File: src/rtl/core/tapc_pkg.sv
// Shared types and constants for the three-axis PID position controller.
// Used by every module under rtl/core; depends on nothing.
`timescale 1ns / 1ps

package tapc_pkg;

    // Channel count is set by the fixed a/b/c word fields.
    localparam int CHANNELS      = 3;
    localparam int FRAC_BITS_DEF = 16;

    // Field and register widths.
    localparam int POS_W   = 16;
    localparam int ERR_W   = 17;
    localparam int DIFF_W  = 18;
    localparam int GAIN_W  = 20;
    localparam int LIMIT_W = 7;
    localparam int DRIVE_W = 8;
    localparam int IDX_W   = 3;

    // Products of a 21-bit signed gain and an 18-bit signed operand.
    localparam int PROD_W = GAIN_W + 1 + DIFF_W;
    localparam int RAW_W  = PROD_W + 1;
    localparam int SUM_W  = RAW_W + 1;

    localparam int DRIVE_MAX = 100;

    // Register indexes on the configuration port.
    typedef enum logic [IDX_W-1:0] {
        REG_PROP_GAIN_A = 3'd0,
        REG_PROP_GAIN_B = 3'd1,
        REG_PROP_GAIN_C = 3'd2,
        REG_INTEG_GAIN  = 3'd3,
        REG_DERIV_GAIN  = 3'd4,
        REG_INTEG_LIMIT = 3'd5
    } tapc_reg_t;

    // Reset values of the registers.
    localparam logic [GAIN_W-1:0]  RST_PROP_GAIN_A = 20'd32768;
    localparam logic [GAIN_W-1:0]  RST_PROP_GAIN_B = 20'd32768;
    localparam logic [GAIN_W-1:0]  RST_PROP_GAIN_C = 20'd65536;
    localparam logic [GAIN_W-1:0]  RST_INTEG_GAIN  = 20'd66;
    localparam logic [GAIN_W-1:0]  RST_DERIV_GAIN  = 20'd65536;
    localparam logic [LIMIT_W-1:0] RST_INTEG_LIMIT = 7'd10;

    // Current register contents as seen by the lanes.
    typedef struct packed {
        logic [CHANNELS-1:0][GAIN_W-1:0] prop_gain;
        logic [GAIN_W-1:0]               integ_gain;
        logic [GAIN_W-1:0]               deriv_gain;
        logic [LIMIT_W-1:0]              integ_limit;
    } tapc_cfg_t;

    // Per-stage advance strobes from the pipeline control.
    typedef struct packed {
        logic s1;
        logic s2;
        logic s3;
        logic s4;
        logic s5;
    } tapc_adv_t;

endpackage

File: src/rtl/core/tapc_cfg.sv
// Configuration register file for the PID controller.
// Depends on tapc_pkg for register indexes, widths and reset values.
`timescale 1ns / 1ps

module tapc_cfg (
    input  logic                        clk,
    input  logic                        rst_n,
    input  logic                        cfg_we,
    input  logic [tapc_pkg::IDX_W-1:0]  cfg_index,
    input  logic [tapc_pkg::GAIN_W-1:0] cfg_data,
    output tapc_pkg::tapc_cfg_t         cfg
);
    import tapc_pkg::*;

    tapc_cfg_t cfg_reg;
    tapc_cfg_t cfg_next;

    // Decode the write; unknown indexes leave everything unchanged.
    always_comb
    begin
        cfg_next = cfg_reg;
        if (cfg_we)
        begin
            case (tapc_reg_t'(cfg_index))
                REG_PROP_GAIN_A: cfg_next.prop_gain[0] = cfg_data;
                REG_PROP_GAIN_B: cfg_next.prop_gain[1] = cfg_data;
                REG_PROP_GAIN_C: cfg_next.prop_gain[2] = cfg_data;
                REG_INTEG_GAIN:  cfg_next.integ_gain   = cfg_data;
                REG_DERIV_GAIN:  cfg_next.deriv_gain   = cfg_data;
                REG_INTEG_LIMIT: cfg_next.integ_limit  = cfg_data[LIMIT_W-1:0];
                default:         cfg_next = cfg_reg;
            endcase
        end
    end

    // Register storage with reset defaults.
    always_ff @(posedge clk or negedge rst_n)
    begin
        if (!rst_n)
        begin
            cfg_reg.prop_gain[0] <= RST_PROP_GAIN_A;
            cfg_reg.prop_gain[1] <= RST_PROP_GAIN_B;
            cfg_reg.prop_gain[2] <= RST_PROP_GAIN_C;
            cfg_reg.integ_gain   <= RST_INTEG_GAIN;
            cfg_reg.deriv_gain   <= RST_DERIV_GAIN;
            cfg_reg.integ_limit  <= RST_INTEG_LIMIT;
        end
        else
        begin
            cfg_reg <= cfg_next;
        end
    end

    assign cfg = cfg_reg;

endmodule

File: config.mk
export PLATFORM = sky130hd
export DESIGN_NAME = tapc_cfg
export DESIGN_NICKNAME = d
export VERILOG_FILES = /design/src/rtl/core/tapc_pkg.sv /design/src/rtl/core/tapc_cfg.sv
export SDC_FILE = /design/constraint.sdc
export NUM_CORES = 1
export LEC_CHECK = 0
export ABC_AREA = 1
export BUFFER_PORTS_ARGS = -buffer_cell sky130_fd_sc_hd__buf_2
export CORE_ASPECT_RATIO = 1.1
export CORE_MARGIN = 4
export CORE_UTILIZATION = 43
export DETAILED_ROUTE_END_ITERATION = 10
export HOLD_SLACK_MARGIN = 0.05
export PLACE_DENSITY_LB_ADDON = 0.2
export SETUP_SLACK_MARGIN = 0.5
export SYNTH_ARGS = -nofsm -noshare
export SYNTH_HDL_FRONTEND = slang
export SYNTH_SLANG_ARGS = --single-unit
File: constraint.sdc
create_clock -name clk -period 1.8 [get_ports clk]
set_clock_uncertainty 0.2 [all_clocks]
set_input_delay 0.09 -clock clk [delete_from_list [all_inputs] [get_ports clk]]
set_output_delay 0.09 -clock clk [all_outputs]
set_load 0.02 [all_outputs]
Yosys cells after proc, flatten, opt, wreduce, memory -nomap -nowiden
Cells that the tools add are included.

operators by class
  equality and inequality tests = 5
  reductions and logical operators = 7

operator list
  cell                                                                   count
  2-bit AND reduction                                                    6
  3-bit by 2-bit equality test with 1-bit output, second input constant  2
  3-bit equality test, second input constant                             2
  3-bit by 1-bit equality test with 1-bit output, second input constant  1
  3-bit zero test                                                        1

word-level totals
  bits of input ports = 26
  bits in registers = 107
  word-level logic and storage cells = 18
  output and inout bits = 107

Longest topological paths before layout
Gate-level depths: netlist of the first run.

  depth after elaboration = 2
  gate-level depth with buffers = 6
  depth with buffers taken out = 5

Least setup slack after synthesis of the first run
Ideal clock, no wire load.

  kind = register to register
  start point = register, netlist name cfg[1]
  end point = register cfg_reg, in the netlist cfg[1]
  path buffers = 0
  slack = 853 ps
  stages on the path, launching flop included = 3
  data arrival time = 686 ps
  path through = dfstp_2 > nand2_1 > nand2_1

RTL lines
  what                  line            source
  to (signal assigned)  tapc_cfg.sv:50  cfg_reg <= cfg_next;
  to (decl)             tapc_cfg.sv:15  tapc_cfg_t cfg_reg;

Final worst setup path of the first run
  start point = input cfg_index[0] (netlist bit)
  end point = register cfg_reg, in the netlist cfg[32]

on the way
  cells in the longest elaborated chain, start to end = 2

ends and longest elaborated chain
  what                                            line            source
  from (decl)                                     tapc_cfg.sv:9   input logic [tapc_pkg::IDX_W-1:0] cfg_index,
  3-bit by 2-bit equality test with 1-bit output  tapc_cfg.sv:24  case (tapc_reg_t'(cfg_index))
  2-bit AND reduction (no source line)            --

Every way passes these cells.
A chain may end at the register's enable or synchronous reset.

==> summary.md, run 1 <==
| Metric | Value |
|---|---|
| Via count | about 3.8k |
| Critical Path AT | 1.39 ns |
| Sw frac | 33.5% |
| Total Routing Usage GR | approximately 22% |
| Slew @ Worst Pin | approximately 0.49 ns |
| Total net switching power | between 2 and 2.5 mW |
| CTS Sinks | about 110 |
| Crit share post-route | between 70% and 80% |
| R2r setup slk | 0.85 ns |
| Die Ht | about 110 um |
| Tmin final | around 1.3 ns |
| Syn Inst Count | 478 |
| Most frequent cell after synthesis | nand2_1 |
| Top cells by count, synth | nand2_1, dfrtp_1, nand3_1, buf_2, dfstp_2 |
| M1 GR Usage | between 30% and 40% |
| Worst r2r path cells | 2 |
| Critical path fanouts, max | 5 |
| Die X | approximately 100 um |
| Leak | between 3 and 4 nW |
| DR pass1 iterations | 7 |
| CP endpoint kind | register |
| Max Fclk | 751 MHz |
| Post-DRT Antenna Nets | 0 |
| Max VDD drop | about 0.61 mV |
| Clk pin slew, worst setup/hold paths | ~0.09 ns |
| RSZ-0062 raised after global routing | true |
| Hold Startpoint | cfg_index[2] |
| Int Pwr | around 4.4 mW |
| Full die area | around 11,000 um^2 |
| Row cnt | 37 |
| Top Usage Layer GRT | met2 |
| Max reg flops | about 110 |
| Worst EP required | about 1.9 ns |
| Vias/cell | 4.99 |
| Max-slew violation count | 0 |
| Port Buf Inserts | ~130 |
| Final hold vios | 10 |
| Final Hold Slack | -0.117 ns |
| Area leader, netlist | dfrtp_1 |
| Status | complete, but fails checks |
| First-pass GRT wire length | about 20,000 um |
| Min-delay worst type | input pin to register |
| Largest cells by area after synthesis | dfrtp_1, nand2_1, nand3_1 |
| Final net count | 667 |
| Setup TNS | 0 ns |
| Area delta synth->final | 34.2% |
| Part of the Yosys area used for sequential elements | roughly 64% |
| Worst Setup Start Kind | input pin |
| Final HPWL DP | between 8000 and 9000 um |
| Root buffer cell | clkbuf_8 |
| Seq cells post-synth | around 110 |
| Mapped cell area | around 4200 um^2 |
| DP Worst Slack | approximately 0.17 ns |
| Share of the synthesized area in the top cell type | between 50% and 60% |
| Pwr per Cell Area | ~1200 nW/um^2 |
| Power share of the clock group | 25.6% |
| R2r startpoint | cfg[103] |
| CTS tree | yes |
| Core box area | approximately 9500 um^2 |
| H-tree levels | 3 |
| Worst R2R End | cfg[103] |
| Later-pin clock latency in the skew report | roughly 0.35 ns |
| Synthesized net count | 504 |
| Hold EP | cfg[62] |
| Relative slew slack | 67.1% |
| WL/cell | ~16 um |
| Initial antenna violation count | 0 |
| Yosys warns | 0 |
| Failing checks | hold timing |
| Vias in the first global route | between 3k and 4k |
| Top_reg_cell synth | dfrtp_1 |
| Share of cells above drive strength 1 | roughly 28% |
| Post-synth EDFFs | 0 |
| Routability congestion estimate | between 0.8 and 0.9 |
| Synth Area per Inst | around 8.8 um^2 |
| Async set or reset register ratio after synthesis | between 90% and 100% |
| Comb pwr share | between 20% and 30% |
| I/O pins | 133 |
| Number of diodes | 0 |
| Largest net degree at the start of global routing | 37 |
| Clock Path Buffers | 2 |
| Unique masters post-synth | 9 |
| Max-Cap Viols | 0 |
| Initial DRC Count | between 200 and 250 |
| Seq pwr share | between 40% and 50% |
| Cell count of the worst hold path | 4 |
| Final setup violation count | 0 |
| GR Util met2 | 34.0% |
| Drt total wl | 12,500 um |
| Grt total ovfl | 0 |
| Critical path type | input pin to register |
| Final setup margin | 0.468 ns |
| GR Util met3 | between 5 and 6% |
| Total CTS buffers | 9 |
| Drt drc | 0 |
| Crit path from | cfg_index[0] |
| Initial Util | between 40% and 50% |
logic make-up after synthesis:
family | Yosys count | synth area share, %
buf+inv | 34 | 3.85
simple gates | 337 | 32.6
flops | 107 | 63.6
placed cells by master, fill, tap and decap left out, drive strengths merged:
master and count:
nor2 6, inv 6, clkinv 1, dfrtp 99
dlymetal6s4s 1, dlygate4sd3 26, nand2 251, bufinv 3
clkbuf 13, buf 152, nand3 80, dfstp 8
final cells by class:
| class | count | area, um^2 |
|---|---|---|
| Clock buffer | 12 | 135 |
| Tap cell | 117 | 146 |
| Fill cell | 837 | 3810 |
| Sequential cell | 107 | 2690 |
| Clock inverter | 4 | 98.8 |
| Multi-Input combinational cell | 337 | 1400 |
| Inverter | 6 | 22.5 |
| Timing Repair Buffer | 180 | 1190 |
layer usage:
metal / vias up / wire length, um
li1: 1826 / -
met1: 1801 / 5350
met2: 161 / 5770
met3: 20 / 1080
met4: 0 / 291
met5: - / 0
power groups by stage:
stage               registers [mW]  clock network (mW)  logic, mW
finish                        3.14                1.71       1.82
global route                  3.19                1.85       2.00
CTS                           3.14                1.75       1.82
detailed placement            3.17                   0       1.74
global placement              3.17                   0       1.71
floorplan                     3.72                   0      0.424
worst max path at each step:
stage          endpoint  slack [ns]  cells past startpoint
3_5_place_dp    cfg[97]        0.17                      6
5_1_grt         cfg[33]        0.43                      1
3_3_place_gp    cfg[89]        0.22                      6
4_1_cts         cfg[62]        0.46                      1
2_1_floorplan    cfg[1]        0.85                      2
6_report        cfg[32]        0.47                      8
critical path: stages:
cell           delay [ns]
buf_2                0.13
dlygate4sd3_1        0.57
nand2_1              0.09
inv_1                0.11
nand2_4              0.10
buf_2                0.19
nand2_1              0.06
nand2_1              0.05
through the flow:
step	hold WS (ns)	power (mW)	instances	util [%]	area, um^2
finish	-0.117	6.67	763	59.8	5680
global route	-0.107	7.04	763	59.8	5680
CTS	-0.146	6.71	758	58.8	5580
detailed placement	-0.111	4.91	717	53.2	5040
global placement	-0.116	4.87	717	53.2	5040
floorplan	-0.406	4.14	478	-	4230
what timing repair did:
action	in CTS	in global routing
endpoints found under the setup margin	8	71
cloned	0	3
hold buffers	25	2
endpoints found under the hold margin	209	17
buffers inserted	0	0
resized for setup	16	13
No activity file was read; power rests on OpenSTA's default activity.
==> run 2: changes to the inputs <==
==> constraint.sdc (replaced) <==
create_clock -name clk -period 1.2 [get_ports clk]
set_clock_uncertainty 0.2 [all_clocks]
set_input_delay 0.06 -clock clk [delete_from_list [all_inputs] [get_ports clk]]
set_output_delay 0.06 -clock clk [all_outputs]
set_load 0.02 [all_outputs]
==> run 2 against run 1 <==
The run ends with hold timing, setup timing left. Via count is 4.6% higher. Sequential cell count unchanged. Critical path depth shrank 7. Count of clock-buffer cells in the layout is the same. Setup slack lost 0.58 ns. Critical endpoint is now cfg[82]. Worst hold slack worse by 0.50 ns. Utilization is 13 points higher. Combinational power up 130%. Sequential power increased by 58%. Register-to-register slack worse by 0.71 ns. Largest power group unchanged. Global-route usage up 1.5 points. Sequential share of layout area shrank 7.6 points.
==> summary.md, run 2 (synthesis gave the netlist of run 1 again) <==
| Metric | Value |
|---|---|
| Port Buf Inserts | between 100 and 150 |
| Final net count | slightly below 700 |
| Slew @ Worst Pin | ~0.37 ns |
| Total Routing Usage GR | between 20% and 30% |
| Crit share post-route | 109% |
| Leak | roughly 3.6 nW |
| RSZ-0062 raised after global routing | true |
| Drt drc | 0 |
| Die Ht | roughly 110 um |
| Later-pin clock latency in the skew report | 0.37 ns |
| Via count | between 3k and 4k |
| WL/cell | around 17 um |
| Tmin final | 1.31 ns |
| Setup TNS | -0.950 ns |
| Max stage delay cell, worst path | dfstp_2 |
| Worst EP required | 0.94 ns |
| Initial antenna violation count | 0 |
| Top sig layer | met4 |
| Relative slew slack | around three quarters |
| Final hold vios | 214 |
| Vias/cell | a little over 5 |
| Grt total ovfl | 0 |
| Final HPWL DP | approximately 8500 um |
| DR pass1 iterations | 5 |
| Critical Path AT | roughly 1.1 ns |
| H-tree levels | 3 |
| CP peak stage delay | between 0.5 and 0.6 ns |
| Most common cell after layout, fill and taps aside | nand2_1 |
| Largest net degree at the start of global routing | 27 |
| CTS Sinks | approximately 110 |
| Max reg flops | between 100 and 150 |
| Max-Cap Viols | 0 |
| Placed cells | 724 |
| Failing checks | hold timing, setup timing |
| Full die area | roughly 11,000 um^2 |
| Share of cells above drive strength 1 | a little over half |
| Met2 wire len | around 6600 um |
| Critical path type | register to output pin |
| Buf+Inv Stages, Crit Path | 1 |
| Final setup violation count | 32 |
| CTS tree | yes |
| Status | complete, but fails checks |
| Vias in the first global route | roughly 4k |
| Total CTS buffers | 9 |
| Initial DRC Count | ~240 |
| DRT met1 WL | approximately 5300 um |
| Pwr per Cell Area | 1690 nW/um^2 |
| Critical path fanouts, max | 2 |
| Min-delay worst type | input pin to asynchronous set/reset pin |
| Post-DRT Antenna Nets | 0 |
| Cell area after layout | a little under 7000 um^2 |
| I/O pins | approximately 130 |
| Max Fclk | 762 MHz |
| Routability congestion estimate | between 0.8 and 0.9 |
| Fin cells | 790 |
| Clk pin slew, worst setup/hold paths | ~0.10 ns |
| Area delta synth->final | 63.8% |
| Row cnt | 37 |
| Final setup margin | -0.113 ns |
| Final Hold Slack | -0.615 ns |
| CP delay by family, top | flip-flops |
| R2r setup slk | roughly 0.14 ns |
| CP Cell Sequence | buf_6 |
| Worst Setup Start Kind | register |
| Commonest non-fill, non-tap cells in the layout | nand2_1, buf_6, nand3_1, nand2_2, dfrtp_2 |
| Initial Util | between 40 and 50% |
| Placed Area | around 5300 um^2 |
| First-pass GRT wire length | 20,800 um |
| Final core utilization | between 70 and 80% |
| Die X | between 100 and 150 um |
| Number of diodes | 0 |
| Clock Path Buffers | 2 |
| Drt total wl | between 10,000 and 15,000 um |
| Max VDD drop | approximately 0.9 mV |
| CP endpoint kind | output pin |
| Root buffer cell | clkbuf_8 |
| Max-slew violation count | 0 |
| Met3 WL | between 900 and 1000 um |
| Core box area | about 9500 um^2 |
run 2: layout make-up:
| type | instances | area [um^2] |
|---|---|---|
| clock buffer | 12 | 155 |
| clock inverter | 4 | 72.6 |
| fill | 669 | 2560 |
| inverter | 6 | 30.0 |
| multi-input combinational | 338 | 1580 |
| sequential | 107 | 2760 |
| tap | 117 | 146 |
| timing repair buffer | 206 | 2180 |
run 2: repair_timing:
action                                 CTS  global route
gates cloned                             0             1
buffers inserted                        31            18
endpoints found under the hold margin  214           214
gates resized for setup                248            87
pin swaps                               41            28
setup endpoints to repair              214           214
run 2: final timing paths:
kind | from | end | cells after the start
setup reg to reg | cfg[79] | cfg[79] | 4
hold / removal | rst_n | cfg[31] | 1
min in group clk | cfg_data[15] | cfg[82] | 3
hold reg to reg | cfg[103] | cfg[103] | 2
setup / recovery | cfg[82] | cfg[82] | 1
max in group asynchronous | rst_n | cfg[62] | 2
run 2: metrics by stage:
step                      hold WS, ns  worst slack [ns]  total power, mW
after CTS                      -0.605            -0.123             11.2
final                          -0.615            -0.113             11.7
after floorplan                -0.436             0.267             6.29
after detailed placement       -0.198           -0.0938             7.45
after global routing           -0.599            -0.148             12.3
after global placement         -0.204           -0.0286             7.38
run 2: routing by layer:
metal,global-route usage (%),vias to the layer above
met3,5.33,38
met2,36.9,153
li1,-,1885
met4,8.57,0
met1,31.9,1907
met5,0,-
run 2: report_power, final:
group,switching [mW],internal [mW]
Combinational,2.02,2.22
Sequential,0.589,4.38
Clock,1.23,1.29
Total,3.84,7.89
==> run 3: changes to the inputs <==
--- a/config.mk
+++ b/config.mk
@@ -7,6 +7,7 @@
 export LEC_CHECK = 0
 export ABC_AREA = 1
 export BUFFER_PORTS_ARGS = -buffer_cell sky130_fd_sc_hd__buf_2
+export CAP_MARGIN = 20
 export CORE_ASPECT_RATIO = 1.1
 export CORE_MARGIN = 4
 export CORE_UTILIZATION = 43
==> constraint.sdc (replaced) <==
create_clock -name clk -period 1.7 [get_ports clk]
set_clock_uncertainty 0.2 [all_clocks]
set_input_delay 0.085 -clock clk [delete_from_list [all_inputs] [get_ports clk]]
set_output_delay 0.085 -clock clk [all_outputs]
set_load 0.02 [all_outputs]
==> run 3 against run 2 <==
The run ends with hold timing left. Global-route usage increased by 0.074 points. Combinational power decreased by 33%. Critical path depth unchanged. Register-to-register slack improved by 0.48 ns. Worst hold slack improved by 0.48 ns. Critical path type unchanged. First-iteration DRC count decreased by 8.8%. Utilization decreased by 4.0 points. Clock power decreased by 42%. Total power decreased by 34%. Largest power group unchanged. Sequential power decreased by 31%. Cell count increased by 2.8%. Count of clock-buffer cells in the layout unchanged.
==> summary.md, run 3 (synthesis gave the netlist of run 1 again) <==
| Metric | Value |
|---|---|
| Status | complete, but fails checks |
| Failing checks | hold timing |
| Clk pin slew, worst setup/hold paths | approximately 0.1 ns |
| Row cnt | 37 |
| Min-delay worst type | input pin to register |
| Area of the multi-input gates | ~1400 um^2 |
| Initial Util | ~45% |
| CTS tree | yes |
| Final setup violation count | 0 |
| Die X | 103 um |
| Die Ht | around 110 um |
| Full die area | 11,500 um^2 |
| DR pass1 iterations | 4 |
| Vias/cell | approximately 5 |
| Drt drc | 0 |
| Worst Setup Start Kind | register |
| Worst r2r path cells | 4 |
| CP peak stage delay | 0.56 ns |
| Area delta synth->final | 54.8% |
| Final Hold Slack | -0.137 ns |
| Tmin final | ~1.3 ns |
| Critical path type | register to output pin |
| Later-pin clock latency in the skew report | approximately 0.36 ns |
| Critical Path Stages | 1 |
| Max stage delay cell, worst path | dfstp_2 |
| Total Routing Usage GR | between 20% and 30% |
| Pwr per Cell Area | 1180 nW/um^2 |
| Commonest non-fill, non-tap cells in the layout | nand2_1, buf_6, dfrtp_1, nand3_1, buf_4 |
| CP Cell Sequence | buf_6 |
| Initial antenna violation count | 0 |
| Final total power | a little under 8 mW |
| CP delay by family, top | flip-flops |
| Total CTS buffers | 9 |
| H-tree levels | 3 |
| CP endpoint kind | output pin |
| Setup TNS | 0 ns |
| Routability congestion estimate | approximately 0.81 |
| Final hold vios | 16 |
| Fin cells | 812 |
| I/O pins | ~130 |
| Initial DRC Count | between 200 and 250 |
| Grt total ovfl | 0 |
| Max reg flops | approximately 110 |
| Cell count of the worst hold path | 4 |
| Cts hold-fix bufs | 21 |
| Final HPWL DP | 8380 um |
| Via count | around 4.0k |
| Max-slew violation count | 0 |
| Number of diodes | 0 |
| First-pass GRT wire length | 20,900 um |
| Port Buf Inserts | approximately 130 |
| Share of cells above drive strength 1 | roughly a third |
| Max VDD drop | roughly 0.57 mV |
| Post-DRT Antenna Nets | 0 |
| Relative slew slack | around two thirds |
| Placed cells | a little over 700 |
| Most common cell after layout, fill and taps aside | nand2_1 |
| Final net count | between 700 and 800 |
| Slew @ Worst Pin | around 0.49 ns |
| Crit share post-route | just under 80% |
| Largest net degree at the start of global routing | 55 |
| Worst EP required | 1.41 ns |
| Final core utilization | 69.0% |
| WL/cell | between 15 and 20 um |
| RSZ-0062 raised after global routing | true |
| Max Fclk | roughly 750 MHz |
| Vias in the first global route | roughly 4.0k |
| Critical Path AT | around 1.0 ns |
| # fillers | a little over 700 |
| Drt total wl | about 14,000 um |
| Leak | around 3.6 nW |
| Buf+Inv Stages, Crit Path | 1 |
| Clock Path Buffers | 2 |
| Critical path fanouts, max | 2 |
| CTS Sinks | ~110 |
| Core box area | 9490 um^2 |
| Max-Cap Viols | 0 |
| Root buffer cell | clkbuf_8 |
| Register Area | about 2700 um^2 |
## run 3: tightest hold or removal path: cells and delay by family
kind | cells | cell delay [ns]
simple gates | 3 | 0.21
buf+inv | 1 | 0.12
## run 3: routing by layer
metal | wire [um] | share of wire [%] | global-route usage, %
met1 | 5610 | 41 | 30.7
met2 | 6790 | 50 | 38.7
met3 | 1000 | 7.3 | 5.95
met4 | 311 | 2.3 | 7.09
met5 | 0 | 0 | 0
## run 3: final cells by class
type	instances	share of cell area (%)
timing repair buffer	229	32.5
multi-input combinational	337	21.1
clock inverter	4	0.382
tap	117	2.24
clock buffer	12	2.37
sequential	107	41.1
inverter	6	0.344
## run 3: stage by stage
step | cell area, um^2 | hold slack [ns] | setup slack (ns)
CTS | 6310 | -0.155 | 0.354
global placement | 5050 | -0.158 | 0.382
global route | 6540 | -0.120 | 0.330
finish | 6540 | -0.137 | 0.373
floorplan | 4230 | -0.411 | 0.753
detailed placement | 5050 | -0.155 | 0.355
## run 3: worst paths after layout
| check | startpoint | endpoint | slack, ns |
|---|---|---|---|
| worst max-delay path | cfg[33] | cfg[33] | 0.37 |
| worst min register to register | cfg[103] | cfg[103] | 0.28 |
| worst max register to register | cfg[78] | cfg[78] | 0.62 |
| max in group asynchronous | rst_n | cfg[1] | 0.62 |
| worst min-delay path | cfg_index[2] | cfg[62] | -0.14 |
| min in group asynchronous | rst_n | cfg[100] | 0 |
## run 3: report_power, final
group	switching, mW	internal [mW]	total, mW
Sequential	0.388	3.05	3.44
Combinational	1.37	1.45	2.82
Clock	0.855	0.610	1.47
## run 3: timing repair
action,CTS,global route
buffers inserted,32,25
endpoints found under the setup margin,105,130
gates resized for setup,202,13
endpoints found under the hold margin,208,39
